--- config.mk ---
export PLATFORM = sky130hd
export DESIGN_NAME = positional_ordered_list_top
export DESIGN_NICKNAME = d
export VERILOG_FILES = /design/src/rtl/pol_pkg.sv /design/src/rtl/pol_ram.sv /design/src/rtl/pol_ctrl.sv /design/src/rtl/positional_ordered_list_top.sv
export VERILOG_INCLUDE_DIRS = /design/src /design/src/rtl
export SDC_FILE = /design/constraint.sdc
export NUM_CORES = 2
export LEC_CHECK = 0
export BUFFER_PORTS_ARGS = -buffer_cell sky130_fd_sc_hd__buf_4
export CORE_ASPECT_RATIO = 2
export CORE_MARGIN = 2
export CORE_UTILIZATION = 45
export CTS_CLUSTER_DIAMETER = 100
export DETAILED_ROUTE_END_ITERATION = 8
export PLACE_DENSITY = 0.67
export SLEW_MARGIN = 20
export SYNTH_ARGS = -nofsm -noshare
export SYNTH_HDL_FRONTEND = slang
export SYNTH_SLANG_ARGS = --single-unit
--- constraint.sdc ---
create_clock -name clk -period 4.1 [get_ports clk]
set_input_delay 0.41 -clock clk [delete_from_list [all_inputs] [get_ports clk]]
set_output_delay 0.41 -clock clk [all_outputs]
set_load 0.01 [all_outputs]
--- src/rtl/positional_ordered_list_top_assert.svh ---
// assertion macros used by the ordered list controller
`ifndef POSITIONAL_ORDERED_LIST_TOP_ASSERT_SVH
`define POSITIONAL_ORDERED_LIST_TOP_ASSERT_SVH
`ifndef SYNTHESIS
`define POL_ASSERT(lbl, prop, msg) \
    lbl: assert property (@(posedge clk) disable iff (!rst_n) (prop)) else $error(msg);
`define POL_ASSERT_NEXT(lbl, pre, post, msg) \
    lbl: assert property (@(posedge clk) disable iff (!rst_n) (pre) |=> (post)) \
        else $error(msg);
`else
`define POL_ASSERT(lbl, prop, msg)
`define POL_ASSERT_NEXT(lbl, pre, post, msg)
`endif
`endif

--- src/rtl/pol_pkg.sv ---
// types and constants of the ordered list block
package pol_pkg;

    localparam int CAPACITY_DEF = 64;
    localparam int REQ_W        = 3;
    localparam int VAL_W        = 32;
    localparam int POS_W        = 7;
    localparam int ST_W         = 2;
    localparam int CNT_OUT_W    = 7;

    typedef enum logic [REQ_W-1:0] {
        REQ_ADD_FRONT = 3'd0,
        REQ_ADD_BACK  = 3'd1,
        REQ_ADD_POS   = 3'd2,
        REQ_REM_FRONT = 3'd3,
        REQ_REM_BACK  = 3'd4,
        REQ_REM_POS   = 3'd5
    } req_code_t;

    typedef enum logic [ST_W-1:0] {
        ST_DONE  = 2'd0,
        ST_RANGE = 2'd1,
        ST_FULL  = 2'd2,
        ST_EMPTY = 2'd3
    } status_t;

    typedef struct packed {
        logic [REQ_W-1:0]        req_type;
        logic signed [VAL_W-1:0] value;
        logic [POS_W-1:0]        position;
    } pol_req_t;

    typedef struct packed {
        logic [ST_W-1:0]         status;
        logic signed [VAL_W-1:0] front_value;
        logic                    is_empty;
        logic [CNT_OUT_W-1:0]    element_count;
    } pol_rsp_t;

endpackage

--- src/rtl/pol_ram.sv ---
// element store: one write port, one read port, registered read data
module pol_ram
    import pol_pkg::*;
#(
    parameter int DEPTH = CAPACITY_DEF
)
(
    input  logic                         clk,
    input  logic                         rd_en,
    input  logic [$clog2(DEPTH)-1:0]     rd_addr,
    output logic signed [VAL_W-1:0]      rd_data,
    input  logic                         wr_en,
    input  logic [$clog2(DEPTH)-1:0]     wr_addr,
    input  logic signed [VAL_W-1:0]      wr_data
);

    logic signed [VAL_W-1:0] mem [DEPTH];
    logic signed [VAL_W-1:0] rd_data_reg;

    always_ff @(posedge clk)
    begin
        if (wr_en)
        begin
            mem[wr_addr] <= wr_data;
        end
        if (rd_en)
        begin
            rd_data_reg <= mem[rd_addr];
        end
    end

    assign rd_data = rd_data_reg;

endmodule

--- src/rtl/pol_ctrl.sv ---
// request decode, shift sequencer and result register of the ordered list
`include "positional_ordered_list_top_assert.svh"

module pol_ctrl
    import pol_pkg::*;
#(
    parameter int CAPACITY = CAPACITY_DEF
)
(
    input  logic                          clk,
    input  logic                          rst_n,
    input  logic                          req_valid,
    output logic                          req_stall,
    input  pol_req_t                      req,
    output logic                          rsp_valid,
    input  logic                          rsp_stall,
    output pol_rsp_t                      rsp,
    output logic                          rd_en,
    output logic [$clog2(CAPACITY)-1:0]   rd_addr,
    input  logic signed [VAL_W-1:0]       rd_data,
    output logic                          wr_en,
    output logic [$clog2(CAPACITY)-1:0]   wr_addr,
    output logic signed [VAL_W-1:0]       wr_data
);

    localparam int AW   = $clog2(CAPACITY);
    localparam int CW   = $clog2(CAPACITY + 1);
    localparam int CMPW = (CW > POS_W) ? CW : POS_W;

    typedef enum logic [2:0] {
        S_IDLE,
        S_MOVE,
        S_PUT,
        S_FETCH,
        S_LOAD
    } state_t;

    state_t                  state_reg,   state_next;
    logic [CW-1:0]           count_reg,   count_next;
    logic [CW-1:0]           mv_left_reg, mv_left_next;
    logic [AW-1:0]           rd_ptr_reg,  rd_ptr_next;
    logic [AW-1:0]           wa_reg,      wa_next;
    logic                    issued_reg,  issued_next;
    logic                    ins_reg,     ins_next;
    logic [AW-1:0]           put_addr_reg, put_addr_next;
    logic signed [VAL_W-1:0] put_val_reg, put_val_next;
    status_t                 status_reg,  status_next;
    logic                    rsp_valid_reg, rsp_valid_next;
    pol_rsp_t                rsp_reg,     rsp_next;

    // request decode
    logic [CMPW-1:0] cnt_x;
    logic [CMPW-1:0] eff_pos;
    logic [CMPW-1:0] moves;
    logic [CMPW-1:0] rd_start;
    logic [CMPW-1:0] cnt_out_x;
    logic            is_ins;
    logic            is_rem;
    status_t         dec_status;

    always_comb
    begin
        cnt_x   = CMPW'(count_reg);
        is_ins  = 1'b0;
        is_rem  = 1'b0;
        eff_pos = '0;
        case (req.req_type)
            REQ_ADD_FRONT:
            begin
                is_ins = 1'b1;
            end
            REQ_ADD_BACK:
            begin
                is_ins  = 1'b1;
                eff_pos = cnt_x;
            end
            REQ_ADD_POS:
            begin
                is_ins  = 1'b1;
                eff_pos = CMPW'(req.position);
            end
            REQ_REM_FRONT:
            begin
                is_rem = 1'b1;
            end
            REQ_REM_BACK:
            begin
                is_rem  = 1'b1;
                eff_pos = cnt_x - CMPW'(1);
            end
            REQ_REM_POS:
            begin
                is_rem  = 1'b1;
                eff_pos = CMPW'(req.position);
            end
            default:
            begin
                is_ins = 1'b0;
            end
        endcase

        dec_status = ST_DONE;
        if (is_ins)
        begin
            if (eff_pos > cnt_x)
                dec_status = ST_RANGE;
            else if (cnt_x >= CMPW'(CAPACITY))
                dec_status = ST_FULL;
        end
        else if (is_rem)
        begin
            if (cnt_x == '0)
                dec_status = ST_EMPTY;
            else if (eff_pos >= cnt_x)
                dec_status = ST_RANGE;
        end

        // insert walks down from the back, remove walks up from behind the hole
        if (is_ins)
        begin
            moves    = cnt_x - eff_pos;
            rd_start = cnt_x - CMPW'(1);
        end
        else
        begin
            moves    = cnt_x - eff_pos - CMPW'(1);
            rd_start = eff_pos + CMPW'(1);
        end
    end

    // memory port drive
    always_comb
    begin
        rd_en   = ((state_reg == S_MOVE) && (mv_left_reg != '0)) || (state_reg == S_FETCH);
        rd_addr = (state_reg == S_FETCH) ? '0 : rd_ptr_reg;
        wr_en   = ((state_reg == S_MOVE) && issued_reg) || (state_reg == S_PUT);
        wr_addr = (state_reg == S_PUT) ? put_addr_reg : wa_reg;
        wr_data = (state_reg == S_PUT) ? put_val_reg : rd_data;
    end

    always_comb
    begin
        state_next     = state_reg;
        count_next     = count_reg;
        mv_left_next   = mv_left_reg;
        rd_ptr_next    = rd_ptr_reg;
        wa_next        = wa_reg;
        issued_next    = 1'b0;
        ins_next       = ins_reg;
        put_addr_next  = put_addr_reg;
        put_val_next   = put_val_reg;
        status_next    = status_reg;
        rsp_valid_next = rsp_valid_reg && rsp_stall;
        rsp_next       = rsp_reg;
        cnt_out_x      = CMPW'(count_reg);

        case (state_reg)
            S_IDLE:
            begin
                if (req_valid)
                begin
                    status_next   = dec_status;
                    ins_next      = is_ins;
                    mv_left_next  = moves[CW-1:0];
                    rd_ptr_next   = rd_start[AW-1:0];
                    put_addr_next = eff_pos[AW-1:0];
                    put_val_next  = req.value;
                    if ((is_ins || is_rem) && (dec_status == ST_DONE))
                    begin
                        count_next = is_ins ? count_reg + CW'(1) : count_reg - CW'(1);
                        state_next = S_MOVE;
                    end
                    else
                    begin
                        state_next = S_FETCH;
                    end
                end
            end
            S_MOVE:
            begin
                if (mv_left_reg != '0)
                begin
                    issued_next  = 1'b1;
                    mv_left_next = mv_left_reg - CW'(1);
                    rd_ptr_next  = ins_reg ? rd_ptr_reg - AW'(1) : rd_ptr_reg + AW'(1);
                    wa_next      = ins_reg ? rd_ptr_reg + AW'(1) : rd_ptr_reg - AW'(1);
                end
                else
                begin
                    // the last moved element is written in this cycle
                    state_next = ins_reg ? S_PUT : S_FETCH;
                end
            end
            S_PUT:
            begin
                state_next = S_FETCH;
            end
            S_FETCH:
            begin
                state_next = S_LOAD;
            end
            S_LOAD:
            begin
                if (!rsp_valid_reg || !rsp_stall)
                begin
                    rsp_valid_next        = 1'b1;
                    rsp_next.status       = status_reg;
                    rsp_next.is_empty     = (count_reg == '0);
                    rsp_next.front_value  = (count_reg == '0) ? {VAL_W{1'b1}} : rd_data;
                    rsp_next.element_count = cnt_out_x[CNT_OUT_W-1:0];
                    state_next            = S_IDLE;
                end
            end
            default:
            begin
                state_next = S_IDLE;
            end
        endcase
    end

    always_ff @(posedge clk or negedge rst_n)
    begin
        if (!rst_n)
        begin
            state_reg     <= S_IDLE;
            count_reg     <= '0;
            mv_left_reg   <= '0;
            issued_reg    <= 1'b0;
            rsp_valid_reg <= 1'b0;
            rd_ptr_reg    <= '0;
            wa_reg        <= '0;
            ins_reg       <= 1'b0;
            put_addr_reg  <= '0;
            put_val_reg   <= '0;
            status_reg    <= ST_DONE;
            rsp_reg       <= '0;
        end
        else
        begin
            state_reg     <= state_next;
            count_reg     <= count_next;
            mv_left_reg   <= mv_left_next;
            issued_reg    <= issued_next;
            rsp_valid_reg <= rsp_valid_next;
            rd_ptr_reg    <= rd_ptr_next;
            wa_reg        <= wa_next;
            ins_reg       <= ins_next;
            put_addr_reg  <= put_addr_next;
            put_val_reg   <= put_val_next;
            status_reg    <= status_next;
            rsp_reg       <= rsp_next;
        end
    end

    assign req_stall = (state_reg != S_IDLE);
    assign rsp_valid = rsp_valid_reg;
    assign rsp       = rsp_reg;

    `POL_ASSERT(a_count_bound, count_reg <= CW'(CAPACITY), "element count above capacity")
    `POL_ASSERT(a_idle_no_write, (state_reg == S_IDLE) |-> !wr_en, "store written while idle")
    `POL_ASSERT(a_no_rw_clash, (rd_en && wr_en) |-> (rd_addr != wr_addr), "read and write hit same entry")
    `POL_ASSERT_NEXT(a_count_hold, state_reg != S_IDLE, $stable(count_reg), "count changed mid transaction")

endmodule

--- src/rtl/positional_ordered_list_top.sv ---
// top level of the bounded ordered list
// Bounded ordered list of up to CAPACITY signed 32-bit values held in one
// single-port-write, single-port-read memory. One request is handled at a time:
// an insert or remove moves every element behind the affected position by one
// entry, one element per cycle through the memory's read and write ports; an
// insert then writes the new value, and every request, refused or ignored ones
// too, ends by reading the front element into the result.
// The result is held in an output register, so the next request may start while
// the previous result is still stalled.
module positional_ordered_list_top
    import pol_pkg::*;
#(
    parameter int CAPACITY = CAPACITY_DEF
)
(
    input  logic     clk,
    input  logic     rst_n,
    input  logic     req_valid,
    output logic     req_stall,
    input  pol_req_t req,
    output logic     rsp_valid,
    input  logic     rsp_stall,
    output pol_rsp_t rsp
);

    localparam int AW = $clog2(CAPACITY);

    logic                    rd_en;
    logic [AW-1:0]           rd_addr;
    logic signed [VAL_W-1:0] rd_data;
    logic                    wr_en;
    logic [AW-1:0]           wr_addr;
    logic signed [VAL_W-1:0] wr_data;

    pol_ram #(
        .DEPTH(CAPACITY)
    ) u_ram (
        .clk    (clk),
        .rd_en  (rd_en),
        .rd_addr(rd_addr),
        .rd_data(rd_data),
        .wr_en  (wr_en),
        .wr_addr(wr_addr),
        .wr_data(wr_data)
    );

    pol_ctrl #(
        .CAPACITY(CAPACITY)
    ) u_ctrl (
        .clk      (clk),
        .rst_n    (rst_n),
        .req_valid(req_valid),
        .req_stall(req_stall),
        .req      (req),
        .rsp_valid(rsp_valid),
        .rsp_stall(rsp_stall),
        .rsp      (rsp),
        .rd_en    (rd_en),
        .rd_addr  (rd_addr),
        .rd_data  (rd_data),
        .wr_en    (wr_en),
        .wr_addr  (wr_addr),
        .wr_data  (wr_data)
    );

endmodule
# After elaboration in Yosys (flattened, before gate mapping)
# Memory sizes are Yosys's and may differ from the RTL's. A register that Yosys moved wholly into a read port is not among the register bits.
# Cells that the tools add are included.
[classes]
n_eq_ne = 13
reduce_logical = 26
muxes = 36
addsub = 8
order_cmp = 3
[ops]
columns = ["operator", "n"]
rows = [
  ["two-way mux 32 bit", 2],
  ["two-way mux 6 bit", 7],
  ["two-way mux 7 bit", 4],
  ["case mux 7 bit (3 select lines)", 1],
  ["subtractor 7 x 1 -> 7 bit (second input constant)", 3],
  ["case mux 3 bit (5 select lines)", 1],
  ["case mux 7 bit (2 select lines)", 1],
  ["adder 6 x 1 -> 6 bit (second input constant)", 2],
  ["equality test 3 x 2 -> 1 bit (second input constant)", 4],
  ["two-way mux 2 bit", 6],
  ["case mux 6 bit (2 select lines)", 1],
  ["two-way mux 1 bit", 10],
  ["equality test 3 bit (second input constant)", 3],
  ["two-way mux 3 bit", 3],
  ["AND reduction 3 bit", 3],
  ["adder 7 x 1 -> 7 bit (second input constant)", 1],
  [">= comparator 7 bit", 1],
  [">= comparator 7 bit (second input constant)", 1],
  ["> comparator 7 bit", 1],
  ["zero test 7 bit", 1],
  ["nonzero test 7 bit", 1],
  ["subtractor 7 bit", 1],
  ["equality test 3 x 1 -> 1 bit (second input constant)", 2],
  ["zero test 3 bit", 2],
  ["other kinds (12)", 24],
]
[word_totals]
mem_bits_rw = 2048
elab_cells = 102
n_memories = 1
reg_bits = 114
out_inout_bits = 44
[mem_list]
columns = ["name", "depth", "width", "read_ports", "rd_clocked_by_memory_dff", "write_ports", "line_no", "source"]
rows = [
  ["u_ram.mem", 64, 32, 1, 1, 1, "pol_ram.sv:17", "logic signed [VAL_W-1:0] mem [DEPTH];"],
]

# Logic depth before layout (Yosys ltp)
[depth]
depth_word = 13
ltp_mapped = 15
mapped_depth_nobuf = 15

# Hierarchy
# From an unflattened synthesis, not the netlist that was laid out.
[hier_totals]
hier_cells = 3996
hier_area_um2 = 85329.3
[modules_own_cells]
columns = ["module", "seq_area_each_um2", "n_inst", "area_each_um2", "cells_per_inst"]
rows = [
  ["pol_ram", 62459.9, 1, 78835.6, 3324],
  ["pol_ctrl", 2852.7, 1, 6493.7, 672],
]

# Worst setup path before layout
# No wires, ideal clock.
[synth_path]
path_kind = "flip-flop to flip-flop"
start = "reg u_ctrl.state_reg[1]"
end = "mem u_ram.mem[33][0], enable pin"
path_stages_with_launch = 8
t_required_ns = 3.679
slack_ns = 0.537
t_arrival_ns = 3.142
cell_sequence = "dfrtp_1 clkbuf_1 and2_1 buf_2 mux2i_1 and3_1 nand2_1 nor2_1"
[synth_via]
elab_chain_cells = 5
word_cells_on_any_way = 7
cone_classes = "eq/ne: 2; mux: 3; reduce/logical: 2"
[synth_rtl]
columns = ["element", "line_no", "source"]
rows = [
  ["start: declaration", "pol_ctrl.sv:38", "state_t state_reg, state_next;"],
  ["start signal: assignment", "pol_ctrl.sv:240", "state_reg <= state_next;"],
  ["equality test 3 x 1 -> 1 bit", "pol_ctrl.sv:136", "wr_en = ((state_reg == S_MOVE) && issued_reg) || (state_reg == S_PUT);"],
  ["logical AND 1 bit", "pol_ctrl.sv:136", ""],
  ["logical OR 1 bit", "pol_ctrl.sv:136", ""],
  ["two-way mux 1 bit", "pol_ram.sv:22", "if (wr_en)"],
  ["two-way mux 1 bit (not written as such)", "pol_ram.sv:24", "mem[wr_addr] <= wr_data;"],
  ["end: declaration", "pol_ram.sv:17", ""],
]
# Several ways; a longest one is shown, not always the timed one.

# Worst setup path after layout
[layout_path]
start = "reg u_ctrl.state_reg[1]"
end = "reg u_ram.rd_data_reg[8] (netlist: u_ram.rd_data[8]), read port of u_ram.mem (data pin)"
[layout_via]
elab_chain_cells = 3
word_cells_on_any_way = 5
cone_classes = "eq/ne: 2; mux: 1; reduce/logical: 2"
[layout_rtl]
columns = ["element", "line_no", "source"]
rows = [
  ["equality test 3 x 1 -> 1 bit", "pol_ctrl.sv:134", "rd_en = ((state_reg == S_MOVE) && (mv_left_reg != '0)) || (state_reg == S_FETCH);"],
  ["logical AND 1 bit", "pol_ctrl.sv:134", ""],
  ["logical OR 1 bit", "pol_ctrl.sv:134", ""],
  ["end: declaration", "pol_ram.sv:18", "logic signed [VAL_W-1:0] rd_data_reg;"],
]
# Several ways; a longest one is shown, not always the timed one.
# A chain may end at the register's enable or synchronous reset.

==> results.json <==
{
  "area_delta_synth_final_pct": 14.5,
  "clock_latency_ns": 0.87,
  "via_per_inst": 6.52,
  "core_region_area_mm2": 0.198,
  "route.detailed.drc": 0,
  "crit_fanout": 43,
  "clk_pin_slew_ns": 0.07,
  "hp-class": "primary input to flip-flop",
  "dr.pass1.iters": 6,
  "synthFlopType": "edfxtp_1",
  "numPortBuffers": 89,
  "dp_worst_setup_slack_ns": -0.157,
  "rsz0062_at_grt": "false",
  "die_h_um": 634,
  "drt-total-wl_mm": 318,
  "cts_buffers": 186,
  "synth_enable_flop_cells": 2080,
  "final_cell_mix": "edfxtp_1, buf_4, nor2_1",
  "fin_util_pct": 51.8,
  "ys_seq_area_share_pct": 73.1,
  "critical_path_class": "flip-flop to flip-flop",
  "skew_ns": 0.0587,
  "tightest_slew_ns": 1.26,
  "track_usage_pct": 31.0,
  "grt_pass1_wl_mm": 440,
  "max_cap_viol_count": 0,
  "rows": 231,
  "synth-async-reset-ratio_pct": 5.20,
  "start_util_pct": 45.2,
  "tritoncts": "done",
  "dp_cells": 8630,
  "tns_ns": -0.0137,
  "grt_pass1_vias": 58090,
  "nNetsFinal": 6354,
  "grt_max_degree": 143,
  "final_area_mm2": 0.102,
  "crit_end": "u_ram.rd_data[8]",
  "crit_required_ns": 4.80,
  "r2r-start": "u_ctrl.state_reg[1]",
  "setup_viol": 1,
  "multi_input_area_mm2": 0.0224,
  "place_area_mm2": 0.0961,
  "finalPower_mw": 88.4,
  "routabilityCongestion": 0.973,
  "largest_register_ffs": 2048,
  "drt_iter0_drc": 7629,
  "crit_chain": "and3b_4 -> buf_12 -> nor2_2 -> nand2_1 -> o22ai_1 -> o21ai_0 -> a221oi_2 -> a31oi_1",
  "ys_ff_latch": 2194,
  "fill_cells": 16155,
  "avgSynthCellArea_um2": 15.0,
  "pin_count": 90,
  "critical-path-max-stage-delay_ns": 0.91,
  "power.leakage_nw": 34.2,
  "final_max_slew_viol_count": 0,
  "die_area_mm2": 0.202,
  "root_buffer": "clkbuf_16",
  "reg2reg_slack_ns": -0.01,
  "end_kind": "flip-flop",
  "clk_path_buf_depth": 4,
  "synthCells": 5973,
  "slowest_stage": "o21ai_0",
  "p_per_area_mw_per_mm2": 864,
  "syn-cell-area_mm2": 0.0894,
  "syn_nets": 6036,
  "cts_sinks": 2194,
  "violations": "negative setup slack",
  "critPathArrivalTime_ns": 4.81,
  "startpoint": "u_ctrl.state_reg[1]",
  "ff_latch_area_mm2": 0.0653,
  "die_w_um": 319,
  "synth_top_cell_area_share_pct": 69.9,
  "grt-ovfl-total": 0,
  "finalCritPeriodShare_pct": 100,
  "ir_worst_vdd_mv": 0.652,
  "min_period_ns": 4.11,
  "final_common_cell": "edfxtp_1",
  "dp_hpwl_mm": 206,
  "wl_per_cell_um": 35.3,
  "whs_ns": 0.0720,
  "drt.antenna.violating_nets": 0,
  "fmax_ghz": 0.243,
  "start_kind": "flip-flop",
  "synth_cell_types": 81,
  "status": "finished with violations",
  "final_cell_count_no_fill": 9005,
  "hold_viol": 0,
  "dr_total_vias": 58755,
  "antenna_found_initial": 23,
  "synth.largest_area_cell": "edfxtp_1",
  "ff2ff_path_depth": 8,
  "r2r_end": "u_ram.rd_data[8]",
  "ys_warn_count": 0,
  "layout_setup_ws_ns": -0.0137,
  "yosys-top-cells-area": "edfxtp_1, mux2i_1, dfrtp_1, a21oi_1, nor2_1",
  "htreeDepth": 4,
  "relSlewSlack_pct": 14.8,
  "drive_gt1_share_pct": 16.8
}
-- synth_stat cells (16+ instances only) --
cell / number
buf_1: 25
inv_1: 48
mux4_2: 23
and2_1: 27
edfxtp_1: 2080
nand2_1: 308
o211ai_1: 81
dfrtp_1: 114
a221oi_1: 92
ha_1: 16
nand3_1: 94
a22oi_1: 44
a211oi_1: 84
nor2_1: 485
o22a_1: 34
a21o_1: 41
xnor2_1: 17
mux2_2: 140
o21ai_0: 275
a32oi_1: 22
o2111ai_1: 17
a2111oi_0: 17
mux2i_1: 336
a31oi_1: 76
buf_2: 176
o221ai_1: 130
a21oi_1: 391
nor3_1: 56
and3_1: 16
o31a_1: 23
nand2b_1: 28
nor2b_1: 16
buf_4: 44
o2bb2ai_1: 42
o31ai_1: 28
or3_1: 35
or2_2: 16
clkbuf_1: 179
o22ai_1: 134
-- report_power, final --
group          switching (mW)  internal, mW
combinational            28.2          11.1
clock                    8.13          9.39
sequential               1.36          30.3
total                    37.7          50.8
-- worst min-delay path by stage --
stage                                      from                     end  slack [ns]  cells after the start
final                                    req[0]  u_ctrl.put_addr_reg[0]        0.07                      5
after global routing                     req[0]  u_ctrl.put_addr_reg[0]        0.09                      5
after CTS                               req[41]    u_ctrl.status_reg[0]        0.05                      3
after detailed placement   u_ctrl.status_reg[1]    u_ctrl.status_reg[1]        0.46                      2
after global placement    u_ctrl.put_val_reg[5]   u_ctrl.put_val_reg[5]        0.45                      2
after floorplan                           rst_n     u_ctrl.cnt_out_x[0]        0.11                      0
-- kinds of logic after synthesis --
family | Yosys count | synth area share, %
flip-flops | 2194 | 73.1
AO/OA/AOI/OAI | 1629 | 12.3
AND/OR/NAND/NOR | 1126 | 5.53
multiplexers | 499 | 6.11
buffers and inverters | 480 | 2.52
XOR/XNOR | 28 | 0.274
adder cells (fa/ha/maj) | 17 | 0.246
-- critical path: cells and delay by family (launching register included) --
kind / cells / cell delay [ns]
and+or+nand+nor: 3 / 1.27
AOI/OAI and AO/OA: 4 / 1.71
buffers and inverters: 1 / 0.35
DFF: 1 / 0.60
-- per-layer routing --
metal	vias up	part of all wire, %	GRT usage [%]
li1	24157	-	-
met1	29549	31	32.3
met2	3825	49	52.9
met3	1214	8.1	5.11
met4	10	12	29.8
met5	-	0.021	0
-- repair_timing --
item	in CTS	in global routing
pin swaps	0	0
setup buffers	0	0
hold buffers	35	0
resized for setup	4	7
endpoints found under the hold margin	97	0
endpoints found under the setup margin	4	6
-- final cells by class --
class                           count  area share, %
Inverter                           49          0.186
Multi-Input combinational cell   3299           21.9
Clock buffer                      229           4.79
Tap cell                         2563           3.13
Clock inverter                     96          0.851
Sequential cell                  2194           63.8
Timing Repair Buffer              561           5.28
Antenna cell                       14         0.0342
Power figures use the tool's default switching activity.
